**src/sv/tpae_pkg.sv**
```systemverilog
// ----------------------------------------------------------------------------
// tpae_pkg
// Shared types and constants of the touch pad attack envelope block.
// ----------------------------------------------------------------------------
package tpae_pkg;

  // The pad ports are sized for four instrument pads plus the mode pad.
  localparam int INSTRUMENT_PADS = 4;

  localparam int DIV_STEPS = 16;
  localparam int CNT_W     = $clog2(DIV_STEPS);

  localparam logic [16:0] Q_ONE     = 17'h10000;
  localparam logic [16:0] MAX_LEVEL = 17'd127;

  localparam logic [15:0] RST_TOUCH_THRESHOLD = 16'd60;
  localparam logic [15:0] RST_ATTACK_TIME     = 16'd500;
  localparam logic [15:0] RST_SEND_INTERVAL   = 16'd20;
  localparam logic [15:0] RST_MODE_DEBOUNCE   = 16'd600;

  typedef enum logic [1:0] {
    CFG_TOUCH_THRESHOLD = 2'd0,
    CFG_ATTACK_TIME     = 2'd1,
    CFG_SEND_INTERVAL   = 2'd2,
    CFG_MODE_DEBOUNCE   = 2'd3
  } cfg_reg_t;

  typedef enum logic {
    KIND_LEVEL = 1'b0,
    KIND_MODE  = 1'b1
  } result_kind_t;

  typedef enum logic [3:0] {
    ST_IDLE,
    ST_DECIDE,
    ST_INT_DIV,
    ST_INT_WR,
    ST_REPORT,
    ST_RAMP,
    ST_RAMP_DIV,
    ST_RAMP_LD,
    ST_SQ,
    ST_PROD,
    ST_LEVEL,
    ST_EMIT_LEVEL,
    ST_EMIT_MODE
  } state_t;

  typedef struct packed {
    logic capture;
    logic mode_update;
    logic held_update;
    logic latch_start;
    logic div_start_int;
    logic div_start_ramp;
    logic div_step;
    logic int_write;
    logic report_mark;
    logic acc_full;
    logic acc_div;
    logic mul_sq;
    logic mul_prod;
    logic mul_level;
    logic out_load_level;
    logic out_load_mode;
  } dp_cmd_t;

  typedef struct packed {
    logic unused_pad;
    logic mode_pad;
    logic touching;
    logic held;
    logic toggle_ok;
    logic report_due;
    logic ramp_sat;
    logic out_free;
  } dp_status_t;

endpackage

```
**src/sv/touch_pad_attack_envelope.sv**
```systemverilog
// Flow: a mode report passes the decide and emit-mode states on its way to the
// output register; a level report passes the report, ramp, square, product and
// level states, and the shared 16-step divider for the intensity on a fresh
// touch and for the ramp while it rises. Both wait while the output is full. A
// sample with no result returns to idle. One request is handled at a time.
// Reset (synchronous): clears all pad state, the mode and loads default config.
// ----------------------------------------------------------------------------
// touch_pad_attack_envelope
// Capacitive pad sampler with per-pad attack envelope and a debounced mode pad.
// ----------------------------------------------------------------------------
module touch_pad_attack_envelope (
  input  logic        clk,
  input  logic        rst,
  input  logic        in_valid,
  output logic        in_ready,
  input  logic [2:0]  pad_number,
  input  logic [15:0] raw_reading,
  input  logic [31:0] time_ms,
  output logic        out_valid,
  input  logic        out_ready,
  output logic        result_kind,
  output logic [1:0]  pad_index,
  output logic [6:0]  level,
  output logic        mode,
  input  logic        cfg_valid,
  output logic        cfg_ready,
  input  logic [1:0]  cfg_index,
  input  logic [15:0] cfg_data
);

  tpae_pkg::dp_cmd_t    cmd;
  tpae_pkg::dp_status_t status;

  assign cfg_ready = 1'b1;

  tpae_ctrl u_ctrl (
    .clk      (clk),
    .rst      (rst),
    .in_valid (in_valid),
    .in_ready (in_ready),
    .status   (status),
    .cmd      (cmd)
  );

  tpae_dp u_dp (
    .clk         (clk),
    .rst         (rst),
    .pad_number  (pad_number),
    .raw_reading (raw_reading),
    .time_ms     (time_ms),
    .cfg_valid   (cfg_valid),
    .cfg_index   (cfg_index),
    .cfg_data    (cfg_data),
    .cmd         (cmd),
    .status      (status),
    .out_ready   (out_ready),
    .out_valid   (out_valid),
    .result_kind (result_kind),
    .pad_index   (pad_index),
    .level       (level),
    .mode        (mode)
  );

  // An accepted request leaves the block busy in the cycle after it is taken.
  a_busy_after_accept: assert property (@(posedge clk) disable iff (rst)
    in_valid && in_ready |=> !in_ready)
    else $error("input taken again right after a request");

  // A new result is only loaded while a request is in flight.
  a_load_while_busy: assert property (@(posedge clk) disable iff (rst)
    $rose(out_valid) |-> $past(!in_ready))
    else $error("result appeared with no request in flight");

  // Mode reports carry no pad and no level.
  a_mode_report_clean: assert property (@(posedge clk) disable iff (rst)
    out_valid && result_kind |-> pad_index == 2'd0 && level == 7'd0)
    else $error("mode report with pad or level set");

endmodule

```
**src/sv/tpae_dp.sv**
```systemverilog
// ----------------------------------------------------------------------------
// tpae_dp
// Datapath: configuration registers, per-pad state, shared restoring divider,
// shared 17x17 multiplier and the result register.
// ----------------------------------------------------------------------------
module tpae_dp (
  input  logic                 clk,
  input  logic                 rst,
  input  logic [2:0]           pad_number,
  input  logic [15:0]          raw_reading,
  input  logic [31:0]          time_ms,
  input  logic                 cfg_valid,
  input  logic [1:0]           cfg_index,
  input  logic [15:0]          cfg_data,
  input  tpae_pkg::dp_cmd_t    cmd,
  output tpae_pkg::dp_status_t status,
  input  logic                 out_ready,
  output logic                 out_valid,
  output logic                 result_kind,
  output logic [1:0]           pad_index,
  output logic [6:0]           level,
  output logic                 mode
);

  localparam int NP = tpae_pkg::INSTRUMENT_PADS;

  logic [15:0] thr;
  logic [15:0] attack;
  logic [15:0] send_int;
  logic [15:0] debounce;

  logic [2:0]  pad_r;
  logic [15:0] raw_r;
  logic [31:0] now_r;

  logic [NP:0] held;
  logic [31:0] start    [NP];
  logic [16:0] intens   [NP];
  logic [31:0] last_rep [NP];
  logic [31:0] last_toggle;
  logic        cur_mode;

  logic [15:0] div_rem;
  logic [16:0] div_quo;
  logic [15:0] div_dvs;
  logic [16:0] acc;

  logic [NP:0] pad_sel;
  logic        touching;
  logic [31:0] start_sel;
  logic [31:0] last_rep_sel;
  logic [16:0] int_sel;
  logic [31:0] elapsed;
  logic [31:0] since_report;
  logic [31:0] since_toggle;

  logic [16:0] div_shift;
  logic        div_ge;
  logic [15:0] div_num;
  logic [15:0] div_den;
  logic        div_q16;

  logic [16:0] mul_a;
  logic [16:0] mul_b;
  logic [33:0] product;

  always_comb begin
    for (int i = 0; i <= NP; i++) begin
      pad_sel[i] = ({29'd0, pad_r} == 32'(i));
    end
    start_sel    = '0;
    last_rep_sel = '0;
    int_sel      = '0;
    for (int i = 0; i < NP; i++) begin
      start_sel    = start_sel    | ({32{pad_sel[i]}} & start[i]);
      last_rep_sel = last_rep_sel | ({32{pad_sel[i]}} & last_rep[i]);
      int_sel      = int_sel      | ({17{pad_sel[i]}} & intens[i]);
    end
  end

  assign touching     = raw_r < thr;
  assign elapsed      = now_r - start_sel;
  assign since_report = now_r - last_rep_sel;
  assign since_toggle = now_r - last_toggle;

  always_comb begin
    status.unused_pad = {29'd0, pad_r} > 32'(NP);
    status.mode_pad   = pad_sel[NP];
    status.touching   = touching;
    status.held       = |(held & pad_sel);
    status.toggle_ok  = since_toggle > {16'd0, debounce};
    status.report_due = since_report >= {16'd0, send_int};
    status.ramp_sat   = (elapsed >= {16'd0, attack}) || (attack == 16'd0);
    status.out_free   = !out_valid || out_ready;
  end

  // The numerator never exceeds the divisor, so the top quotient bit is
  // settled up front and the remainder stays below the divisor afterwards.
  assign div_num   = cmd.div_start_int ? (thr - raw_r) : elapsed[15:0];
  assign div_den   = cmd.div_start_int ? thr : attack;
  assign div_q16   = div_num >= div_den;
  assign div_shift = {div_rem, 1'b0};
  assign div_ge    = div_shift >= {1'b0, div_dvs};

  always_comb begin
    mul_a = acc;
    mul_b = acc;
    if (cmd.mul_prod) begin
      mul_b = int_sel;
    end else if (cmd.mul_level) begin
      mul_b = tpae_pkg::MAX_LEVEL;
    end
  end

  assign product = mul_a * mul_b;

  always_ff @(posedge clk) begin
    if (rst) begin
      thr         <= tpae_pkg::RST_TOUCH_THRESHOLD;
      attack      <= tpae_pkg::RST_ATTACK_TIME;
      send_int    <= tpae_pkg::RST_SEND_INTERVAL;
      debounce    <= tpae_pkg::RST_MODE_DEBOUNCE;
      held        <= '0;
      last_toggle <= '0;
      cur_mode    <= 1'b0;
      out_valid   <= 1'b0;
      for (int i = 0; i < NP; i++) begin
        start[i]    <= '0;
        intens[i]   <= '0;
        last_rep[i] <= '0;
      end
    end else begin
      if (cfg_valid) begin
        unique case (tpae_pkg::cfg_reg_t'(cfg_index))
          tpae_pkg::CFG_TOUCH_THRESHOLD: thr      <= cfg_data;
          tpae_pkg::CFG_ATTACK_TIME:     attack   <= cfg_data;
          tpae_pkg::CFG_SEND_INTERVAL:   send_int <= cfg_data;
          tpae_pkg::CFG_MODE_DEBOUNCE:   debounce <= cfg_data;
          default:                       thr      <= thr;
        endcase
      end
      for (int i = 0; i < NP; i++) begin
        if (pad_sel[i]) begin
          if (cmd.held_update) begin
            held[i] <= touching;
          end
          if (cmd.latch_start) begin
            start[i] <= now_r;
          end
          if (cmd.int_write) begin
            intens[i] <= div_quo;
          end
          if (cmd.report_mark) begin
            last_rep[i] <= now_r;
          end
        end
      end
      if (cmd.mode_update) begin
        if (touching) begin
          if (!held[NP]) begin
            held[NP] <= 1'b1;
            if (status.toggle_ok) begin
              last_toggle <= now_r;
              cur_mode    <= ~cur_mode;
            end
          end
        end else begin
          held[NP] <= 1'b0;
        end
      end
      if (cmd.out_load_level || cmd.out_load_mode) begin
        out_valid <= 1'b1;
      end else if (out_ready) begin
        out_valid <= 1'b0;
      end
    end
  end

  always_ff @(posedge clk) begin
    if (cmd.capture) begin
      pad_r <= pad_number;
      raw_r <= raw_reading;
      now_r <= time_ms;
    end
    if (cmd.div_start_int || cmd.div_start_ramp) begin
      div_rem <= div_q16 ? (div_num - div_den) : div_num;
      div_quo <= {16'd0, div_q16};
      div_dvs <= div_den;
    end else if (cmd.div_step) begin
      div_rem <= div_ge ? 16'(div_shift - {1'b0, div_dvs}) : div_shift[15:0];
      div_quo <= {div_quo[15:0], div_ge};
    end
    if (cmd.acc_full) begin
      acc <= tpae_pkg::Q_ONE;
    end else if (cmd.acc_div) begin
      acc <= div_quo;
    end else if (cmd.mul_sq || cmd.mul_prod) begin
      acc <= product[32:16];
    end else if (cmd.mul_level) begin
      acc <= {10'd0, product[22:16]};
    end
    if (cmd.out_load_level) begin
      result_kind <= tpae_pkg::KIND_LEVEL;
      pad_index   <= pad_r[1:0];
      level       <= acc[6:0];
      mode        <= cur_mode;
    end else if (cmd.out_load_mode) begin
      result_kind <= tpae_pkg::KIND_MODE;
      pad_index   <= 2'd0;
      level       <= 7'd0;
      mode        <= cur_mode;
    end
  end

endmodule

```
**src/sv/tpae_ctrl.sv**
```systemverilog
// ----------------------------------------------------------------------------
// tpae_ctrl
// Controller: sequences one sample through decision and, as the sample needs,
// divisions, multiplies and hand-off to the result register.
// ----------------------------------------------------------------------------
module tpae_ctrl (
  input  logic                 clk,
  input  logic                 rst,
  input  logic                 in_valid,
  output logic                 in_ready,
  input  tpae_pkg::dp_status_t status,
  output tpae_pkg::dp_cmd_t    cmd
);

  tpae_pkg::state_t              state;
  tpae_pkg::state_t              state_next;
  logic [tpae_pkg::CNT_W-1:0]    cnt;
  logic [tpae_pkg::CNT_W-1:0]    cnt_next;
  logic                          cnt_last;

  assign in_ready = (state == tpae_pkg::ST_IDLE);
  assign cnt_last = (cnt == tpae_pkg::CNT_W'(tpae_pkg::DIV_STEPS - 1));

  always_ff @(posedge clk) begin
    if (rst) begin
      state <= tpae_pkg::ST_IDLE;
      cnt   <= '0;
    end else begin
      state <= state_next;
      cnt   <= cnt_next;
    end
  end

  always_comb begin
    state_next  = state;
    cnt_next    = cnt;
    cmd         = '0;
    cmd.capture = in_valid && in_ready;
    unique case (state)
      tpae_pkg::ST_IDLE: begin
        if (in_valid) begin
          state_next = tpae_pkg::ST_DECIDE;
        end
      end
      tpae_pkg::ST_DECIDE: begin
        if (status.unused_pad) begin
          state_next = tpae_pkg::ST_IDLE;
        end else if (status.mode_pad) begin
          cmd.mode_update = 1'b1;
          if (status.touching && !status.held && status.toggle_ok) begin
            state_next = tpae_pkg::ST_EMIT_MODE;
          end else begin
            state_next = tpae_pkg::ST_IDLE;
          end
        end else begin
          cmd.held_update = 1'b1;
          if (status.touching && !status.held) begin
            // A fresh touch latches its start time and its intensity.
            cmd.latch_start   = 1'b1;
            cmd.div_start_int = 1'b1;
            cnt_next          = '0;
            state_next        = tpae_pkg::ST_INT_DIV;
          end else if (status.touching) begin
            state_next = tpae_pkg::ST_REPORT;
          end else begin
            state_next = tpae_pkg::ST_IDLE;
          end
        end
      end
      tpae_pkg::ST_INT_DIV: begin
        cmd.div_step = 1'b1;
        cnt_next     = cnt + 1'b1;
        if (cnt_last) begin
          state_next = tpae_pkg::ST_INT_WR;
        end
      end
      tpae_pkg::ST_INT_WR: begin
        cmd.int_write = 1'b1;
        state_next    = tpae_pkg::ST_REPORT;
      end
      tpae_pkg::ST_REPORT: begin
        if (status.report_due) begin
          cmd.report_mark = 1'b1;
          state_next      = tpae_pkg::ST_RAMP;
        end else begin
          state_next = tpae_pkg::ST_IDLE;
        end
      end
      tpae_pkg::ST_RAMP: begin
        if (status.ramp_sat) begin
          cmd.acc_full = 1'b1;
          state_next   = tpae_pkg::ST_SQ;
        end else begin
          cmd.div_start_ramp = 1'b1;
          cnt_next           = '0;
          state_next         = tpae_pkg::ST_RAMP_DIV;
        end
      end
      tpae_pkg::ST_RAMP_DIV: begin
        cmd.div_step = 1'b1;
        cnt_next     = cnt + 1'b1;
        if (cnt_last) begin
          state_next = tpae_pkg::ST_RAMP_LD;
        end
      end
      tpae_pkg::ST_RAMP_LD: begin
        cmd.acc_div = 1'b1;
        state_next  = tpae_pkg::ST_SQ;
      end
      tpae_pkg::ST_SQ: begin
        cmd.mul_sq = 1'b1;
        state_next = tpae_pkg::ST_PROD;
      end
      tpae_pkg::ST_PROD: begin
        cmd.mul_prod = 1'b1;
        state_next   = tpae_pkg::ST_LEVEL;
      end
      tpae_pkg::ST_LEVEL: begin
        cmd.mul_level = 1'b1;
        state_next    = tpae_pkg::ST_EMIT_LEVEL;
      end
      tpae_pkg::ST_EMIT_LEVEL: begin
        if (status.out_free) begin
          cmd.out_load_level = 1'b1;
          state_next         = tpae_pkg::ST_IDLE;
        end
      end
      tpae_pkg::ST_EMIT_MODE: begin
        if (status.out_free) begin
          cmd.out_load_mode = 1'b1;
          state_next        = tpae_pkg::ST_IDLE;
        end
      end
      default: begin
        state_next = tpae_pkg::ST_IDLE;
      end
    endcase
  end

endmodule
```
**config.mk**
```make
export PLATFORM = sky130hd
export DESIGN_NAME = touch_pad_attack_envelope
export DESIGN_NICKNAME = d
export VERILOG_FILES = /design/src/sv/tpae_pkg.sv /design/src/sv/touch_pad_attack_envelope.sv /design/src/sv/tpae_dp.sv /design/src/sv/tpae_ctrl.sv
export SDC_FILE = /design/constraint.sdc
export NUM_CORES = 2
export LEC_CHECK = 0
export ABC_AREA = 1
export BUFFER_PORTS_ARGS = -buffer_cell sky130_fd_sc_hd__buf_2
export CAP_MARGIN = 20
export CORE_MARGIN = 3
export CORE_UTILIZATION = 25
export CTS_CLUSTER_DIAMETER = 200
export DETAILED_ROUTE_END_ITERATION = 10
export SLEW_MARGIN = 10
export SYNTH_ARGS = -nofsm -noshare
export SYNTH_HDL_FRONTEND = slang
export SYNTH_SLANG_ARGS = --single-unit
export TNS_END_PERCENT = 100
```
**constraint.sdc**
```tcl
create_clock -name clk -period 7.9 [get_ports clk]
set_clock_uncertainty 0.15 [all_clocks]
set_input_delay 1.185 -clock clk [delete_from_list [all_inputs] [get_ports clk]]
set_output_delay 1.185 -clock clk [all_outputs]
set_load 0.005 [all_outputs]
```
[Yosys cells after proc, flatten, opt, wreduce, memory -nomap -nowiden]
Memory sizes are Yosys's and may differ from the RTL's.
Cells that the tools add are included.
Cells by class
  multiply operators: 1
  reductions and logical operators: 33
  add/sub/neg operators: 7
  equality and inequality tests: 28
  bitwise logic cells: 36
  multiplexer cells: 112
  order comparisons: 7
Operator list (number)
  $and 32x32->32: 8
  $mux 32: 8
  $or 32x32->32: 6
  $mux 17: 9
  $mux 16: 6
  $sub 32x32->32: 3
  $and 17x17->17: 4
  $ge 32x16->1: 2
  $mux 1: 64
  $mux 4: 14
  $or 17x17->17: 3
  $pmux 4 s12: 1
  $sub 16x16->16: 3
  $mul 17x17->33: 1
  $gt 32x16->1: 1
  $eq 4x4->1 const B: 6
  $ge 17x16->1: 1
  $eq 4x3->1 const B: 4
  $ge 16x16->1: 1
  $logic_not 16->1: 1
  $lt 16x16->1: 1
  $reduce_and 2->1: 8
  $mux 7: 2
  $mux 3: 4
  28 further kinds: 63
Storage, ports and cells
  memories: 3
  bits in writable memories: 324
  output and inout port bits: 14
  input bits: 74
  bits in registers: 239
  word-level logic and storage cells: 253
Memories
  u_dp.last_rep: words 4, width 32, rd ports 4, clocked after memory_dff 0, write ports 4, RTL line tpae_dp.sv:39  | logic [31:0] last_rep [NP];
  u_dp.start: words 4, width 32, rd ports 4, clocked after memory_dff 0, write ports 4, RTL line tpae_dp.sv:37  | logic [31:0] start [NP];
  u_dp.intens: words 4, width 17, rd ports 4, clocked after memory_dff 0, write ports 4, RTL line tpae_dp.sv:38  | logic [16:0] intens [NP];

[Longest topological paths before layout]
  word-level depth: 14
  depth in mapped cells: 36
  depth with buffers taken out: 36

[By module]
A second synthesis with hierarchy kept.
Unflattened totals
  cell total of the unflattened synthesis: 4778
  area total of the unflattened synthesis: 40691.5 sq um
By module, submodules not included
  tpae_dp: cells each 4645, seq. area each 15294.7 sq um, instances 1, area an instance 39979.6 sq um
  tpae_ctrl: cells each 131, seq. area each 160.2 sq um, instances 1, area an instance 700.7 sq um
  touch_pad_attack_envelope: cells each 2, seq. area each 0.0 sq um, instances 1, area an instance 11.3 sq um

[Worst setup path after synthesis]
No wires, ideal clock.
  kind: register -> register
  from: reg u_dp.pad_r[2]
  to: mem u_dp.last_rep[0][0] (enable)
  arrival: 6302 ps
  setup time: 466 ps
  required time: 7284 ps
  buffers on the path: 4
  cell stages (with the launch flop): 27
  period minus slack after synthesis: 6917 ps
  setup slack: 983 ps
  cells stage by stage: edfxtp_1 -> inv_2 -> nand3_2 -> inv_2 -> buf_2 -> clkbuf_1 -> clkbuf_1 -> clkbuf_1 -> a22o_1 -> a221oi_1 -> ha_1 -> nand2_1 -> inv_1 -> a21oi_1 -> nand2_1 -> nand2_1 -> nand2_1 -> xor2_1 -> ha_1 -> nand2_1 -> inv_1 -> nand3_1 -> nor3_1 -> nand3_1 -> nand4_2 -> nand2_1 -> o21ai_0
RTL lines
  from (decl): RTL line tpae_dp.sv:32  | logic [2:0] pad_r;
  from (signal assigned): RTL line tpae_dp.sv:181  | pad_r <= pad_number;
  to (decl): RTL line tpae_dp.sv:39

[Worst setup path after layout]
  from: reg u_dp.pad_r[2]
  to: reg u_dp.div_rem[1], data pin
On the way
  longest elaborated chain between the ends: 13
  elaborated cells between the ends (all ways): 33
  those cells by class: add/sub: 2; order compare: 3; eq/ne: 4; mux: 10; bitwise: 8; reduce/logical: 6
Ends and longest elaborated chain
  parallel branches: the longest is 12 deep, another holds $sub 32x32->32
  $mux 16 (*): RTL line tpae_dp.sv:185  | if (cmd.div_start_int || cmd.div_start_ramp) begin
  to (signal assigned): RTL line tpae_dp.sv:186  | div_rem <= div_q16 ? (div_num - div_den) : div_num;
  to (signal assigned): RTL line tpae_dp.sv:190  | div_rem <= div_ge ? 16'(div_shift - {1'b0, div_dvs}) : div_shift[15:0];
  to (decl): RTL line tpae_dp.sv:43  | logic [15:0] div_rem;
Every way passes the cells marked *.
A chain may end at the register's enable or synchronous reset.

==> run_results.csv <==
group,metric,value,unit
pwr,seq_power_share,0.190,
grt,globalRoute.busiestLayer,"met2",
grt,grt_first_pass_wirelength,205.4,mm
placement,pre_cts_ws,0.3305,ns
routing,routed_wl,133.5,mm
floorplanning,chipHeight,416.6,um
synth,synthFlopType,"edfxtp_1",
timing,period_minus_slack,7.455,ns
cts,numCtsBuffers,60,
grt,track_usage,0.1506,
pwr,power_density,389.6,mW/mm^2
worst_setup_path,r2r_start,"u_dp.pad_r[2]$_DFFE_PP_",
status,status,"completed",
placement,dp_hpwl,101.3,mm
worst_hold_path,hold_start,"u_dp.last_toggle[20]$_SDFFE_PP0P_",
routing,vias,35480,
cts,post-cts-setup-buffers,0,
job,cap_violations,0,
worst_setup_path,critPathLaunch,"u_dp.pad_r[2]$_DFFE_PP_",
timing,worst_slack,0.4453,ns
synth,synth_edf_count,418,
pwr,cellLeakagePower,0.02193,uW
grt,grt_pass1_vias,34660,
synth,synth_top_cell_by_area,"edfxtp_1",
cts,cts_tree,"yes",
timing,setup_violations,0,
timing,finalHoldViolCount,0,
cts,cts_max_level,2,
timing,worst_pin_slew,1.076,ns
worst_setup_path,cp-start-kind,"register",
synth,ys_top_cells_by_area,"edfxtp_1, fa_1, nand2_1",
routing,wl_per_cell,17.58,um
worst_setup_path,crit_arrival,7.68,ns
synth,syn_inst,5233,
floorplanning,fp.dieArea,0.1736,mm^2
worst_setup_path,cp_slowest_cell,"buf_4",
timing,setup-tns-final,0,ns
floorplanning,io_pins,88,
pwr,p_sw_frac,0.5047,
finish,area_growth,13.13,%
routing,drc,0,
finish,drive_above_1_share,0.06276,
worst_setup_path,slowest_delay,0.76,ns
routing,viasPerCell,4.674,
pwr,p_comb_frac,0.652,
synth,syn_avg_cell_area,8.055,um^2
floorplanning,die_width,416.6,um
synth,yosys_warnings,0,
cts,cts_buffer_depth,3,
timing,grt_setup_unrepaired,"false",
timing,fin_crit_sh,0.9436,
grt,met2_usage,0.2529,
floorplanning,coreArea,0.1674,mm^2
synth,syn_area,0.04215,mm^2
floorplanning,start_util,0.2518,
pwr,p_total,18580,uW
routing,dr.pass1.iters,6,
routing,postRouteAntennaNets,0,
pwr,clkPwrFrac,0.157,
synth,synthArstFlopShare,0,
timing,timing.fmax,134.1,MHz
cts,root_buffer,"clkbuf_16",
synth,ys_seq_area_frac,0.3666,
placement,gp_congestion,0.9484,
placement,io_buffer_count,86,
timing,slew_headroom,0.2826,
timing,drv_slew,0,
pwr,p_int,9203,uW
pwr,p_sw,9378,uW
grt,antenna_found_initial,3,
routing,drt_iter0_drc,2906,
synth,synth_cell_type_count,58,
finish,final_nets,5927,
cts,clock-sinks,563,
worst_hold_path,hp-class,"register to register",
floorplanning,fp-row-count,150,
cts,clk_latency,0.67,ns
synth,syn_nets,5826,
grt,overflow,0,
worst_setup_path,worstSetupEndpointType,"register",
cts,path_clk_slew,0.06,ns
worst_setup_path,required,8.12,ns
grt,use_met3,0.01754,
cts,cts_hold_buf,0,
worst_setup_path,crit_type,"register to register",
grt,grt_util_met1,0.2046,
pwr,peakVddDrop,0.5797,mV
grt,grt_max_degree,97,
synth,synth_top_area_share,0.2978,
worst_setup_path,crit_fanout,58,
synth,yosys_register_bits,563,
[cell usage after synthesis, types with 4 or more instances]
library cell  instances
inv_1               923
o21ai_1              15
inv_2                 8
nand2_1            1167
nand4_2               6
buf_2                26
clkinv_1             12
and2_1               13
o22ai_1              17
a31oi_1              14
a21oi_1             264
edfxtp_1            418
o21ai_0             206
a21o_1                4
buf_1                15
a211oi_1             18
xor2_1               67
nand3_1             158
o21ai_2               4
buf_4                15
clkbuf_1             95
a311oi_1              5
nand4_1              43
nor3_1               34
a22o_1               68
a21boi_0              5
fa_1                227
o21a_1                8
nor2_2                4
ha_1                292
nand3b_1              8
or2_2                 4
a221oi_1             77
o21bai_1             15
dfxtp_1             145
xnor2_1              25
nor2_1              750
o211ai_1             16
nor4_1               10
[per-stage QoR]
stage | hold WS (ns) | instances | cell area [um^2] | utilization
5_1_grt | 0.3281 | 7590 | 47680 | 0.2848
6_report | 0.3100 | 7592 | 47690 | 0.2849
3_5_place_dp | 0.3030 | 7476 | 45650 | 0.2727
2_1_floorplan | 0.2780 | 5233 | 42150 | -
3_3_place_gp | 0.2951 | 7476 | 45650 | 0.2727
4_1_cts | 0.3126 | 7590 | 47670 | 0.2847
[layout make-up]
cell class	count	area [um^2]
clock buffers	76	1644
inverters	943	3542
multi-input cells	3574	22610
clock inverters	38	376.6
diodes	2	5.005
flip-flops and latches	563	15450
well taps	2204	2758
fillers	18000	119700
repair buffers	192	1300
[layer usage]
metal,up-vias,part of all wire,wire length [um]
met3,179,0.062,8268
met1,17030,0.44,59110
li1,17100,-,-
met5,-,0,0
met4,0,0.029,3868
met2,1179,0.47,62210
[cells by family (layout without fill, tap and decap cells)]
logic type	Yosys count	after routing	share of synthesized area
AO/OA/AOI/OAI	754	754	0.1098
flip-flops	563	563	0.3666
adder cells (fa/ha/maj)	519	519	0.1945
buffers and inverters	1096	1249	0.1001
XOR/XNOR	92	92	0.01912
other	1	3	0.00008896
AND/OR/NAND/NOR	2208	2208	0.2098
[worst max-delay path, delay by kind of cell, from the launching register on]
family	cells	cell delay [ns]
simple gates	13	2.88
buf+inv	4	1.58
compound gates	5	1.06
fa+ha+maj	2	0.66
flops	1	0.42
xor+xnor	1	0.38
[registers in the layout, indices dropped and copies added, names as in the netlist, 5 cells and up]
register and count:
u_dp.last_rep 128, u_dp.div_dvs 16, u_dp.level 7, u_dp.attack 16, u_dp.raw_r 16, u_dp.div_rem 16
u_dp.held 5, u_dp.acc 17, u_dp.last_toggle 32, u_dp.thr 16, u_dp.debounce 16, u_dp.now_r 32
u_dp.send_int 16, u_dp.intens 68, u_dp.start 128, u_dp.div_quo 17
[layout by cell type, fill, tap and decap left out, drive strengths merged, types with 2 or more instances in the layout]
| master | netlist | final |
|---|---|---|
| a311oi | 5 | 5 |
| nor3 | 37 | 37 |
| clkinvlp | 0 | 3 |
| nand3 | 159 | 159 |
| a221oi | 77 | 77 |
| inv | 931 | 934 |
| o21ai | 225 | 225 |
| or2 | 5 | 5 |
| bufinv | 0 | 5 |
| diode | 0 | 2 |
| o211ai | 16 | 16 |
| a31oi | 14 | 14 |
| o21bai | 15 | 15 |
| a22o | 68 | 68 |
| fa | 227 | 227 |
| nand3b | 8 | 8 |
| a21o | 4 | 4 |
| nand2 | 1170 | 1170 |
| a21oi | 266 | 266 |
| a21boi | 5 | 5 |
| o31ai | 3 | 3 |
| and2 | 13 | 13 |
| clkbuf | 95 | 76 |
| nand4 | 49 | 49 |
| o221ai | 3 | 3 |
| clkinv | 12 | 39 |
| xnor2 | 25 | 25 |
| nor2 | 755 | 755 |
| dfxtp | 145 | 145 |
| xor2 | 67 | 67 |
| edfxtp | 418 | 418 |
| ha | 292 | 292 |
| a211oi | 18 | 18 |
| o22ai | 19 | 19 |
| nor4 | 10 | 10 |
| o311ai | 2 | 2 |
| a32oi | 2 | 2 |
| o21a | 8 | 8 |
| buf | 58 | 192 |
[final timing paths]
check             depth (start not counted)                                end  slack [ns]
setup / recovery                         25          u_dp.div_rem[1]$_DFFE_PP_        0.45
hold / removal                            2  u_dp.last_toggle[20]$_SDFFE_PP0P_        0.31
setup reg to reg                         25          u_dp.div_rem[1]$_DFFE_PP_        0.45
hold reg to reg                           2  u_dp.last_toggle[20]$_SDFFE_PP0P_        0.31
[power by group through the flow]
stage	Combinational [uW]	Clock [uW]	Sequential (uW)
final	12100	2920	3540
after detailed placement	11900	0	3600
after CTS	12000	2980	3530
after global placement	11900	0	3600
after global routing	13700	3090	3550
after floorplan	8390	0	3500
[repair_timing]
item                                   CTS  global route
resized for setup                        0             8
endpoints found under the hold margin    0             0
setup endpoints to repair                0            13
Note: power is estimated with default switching activity, not from simulation.
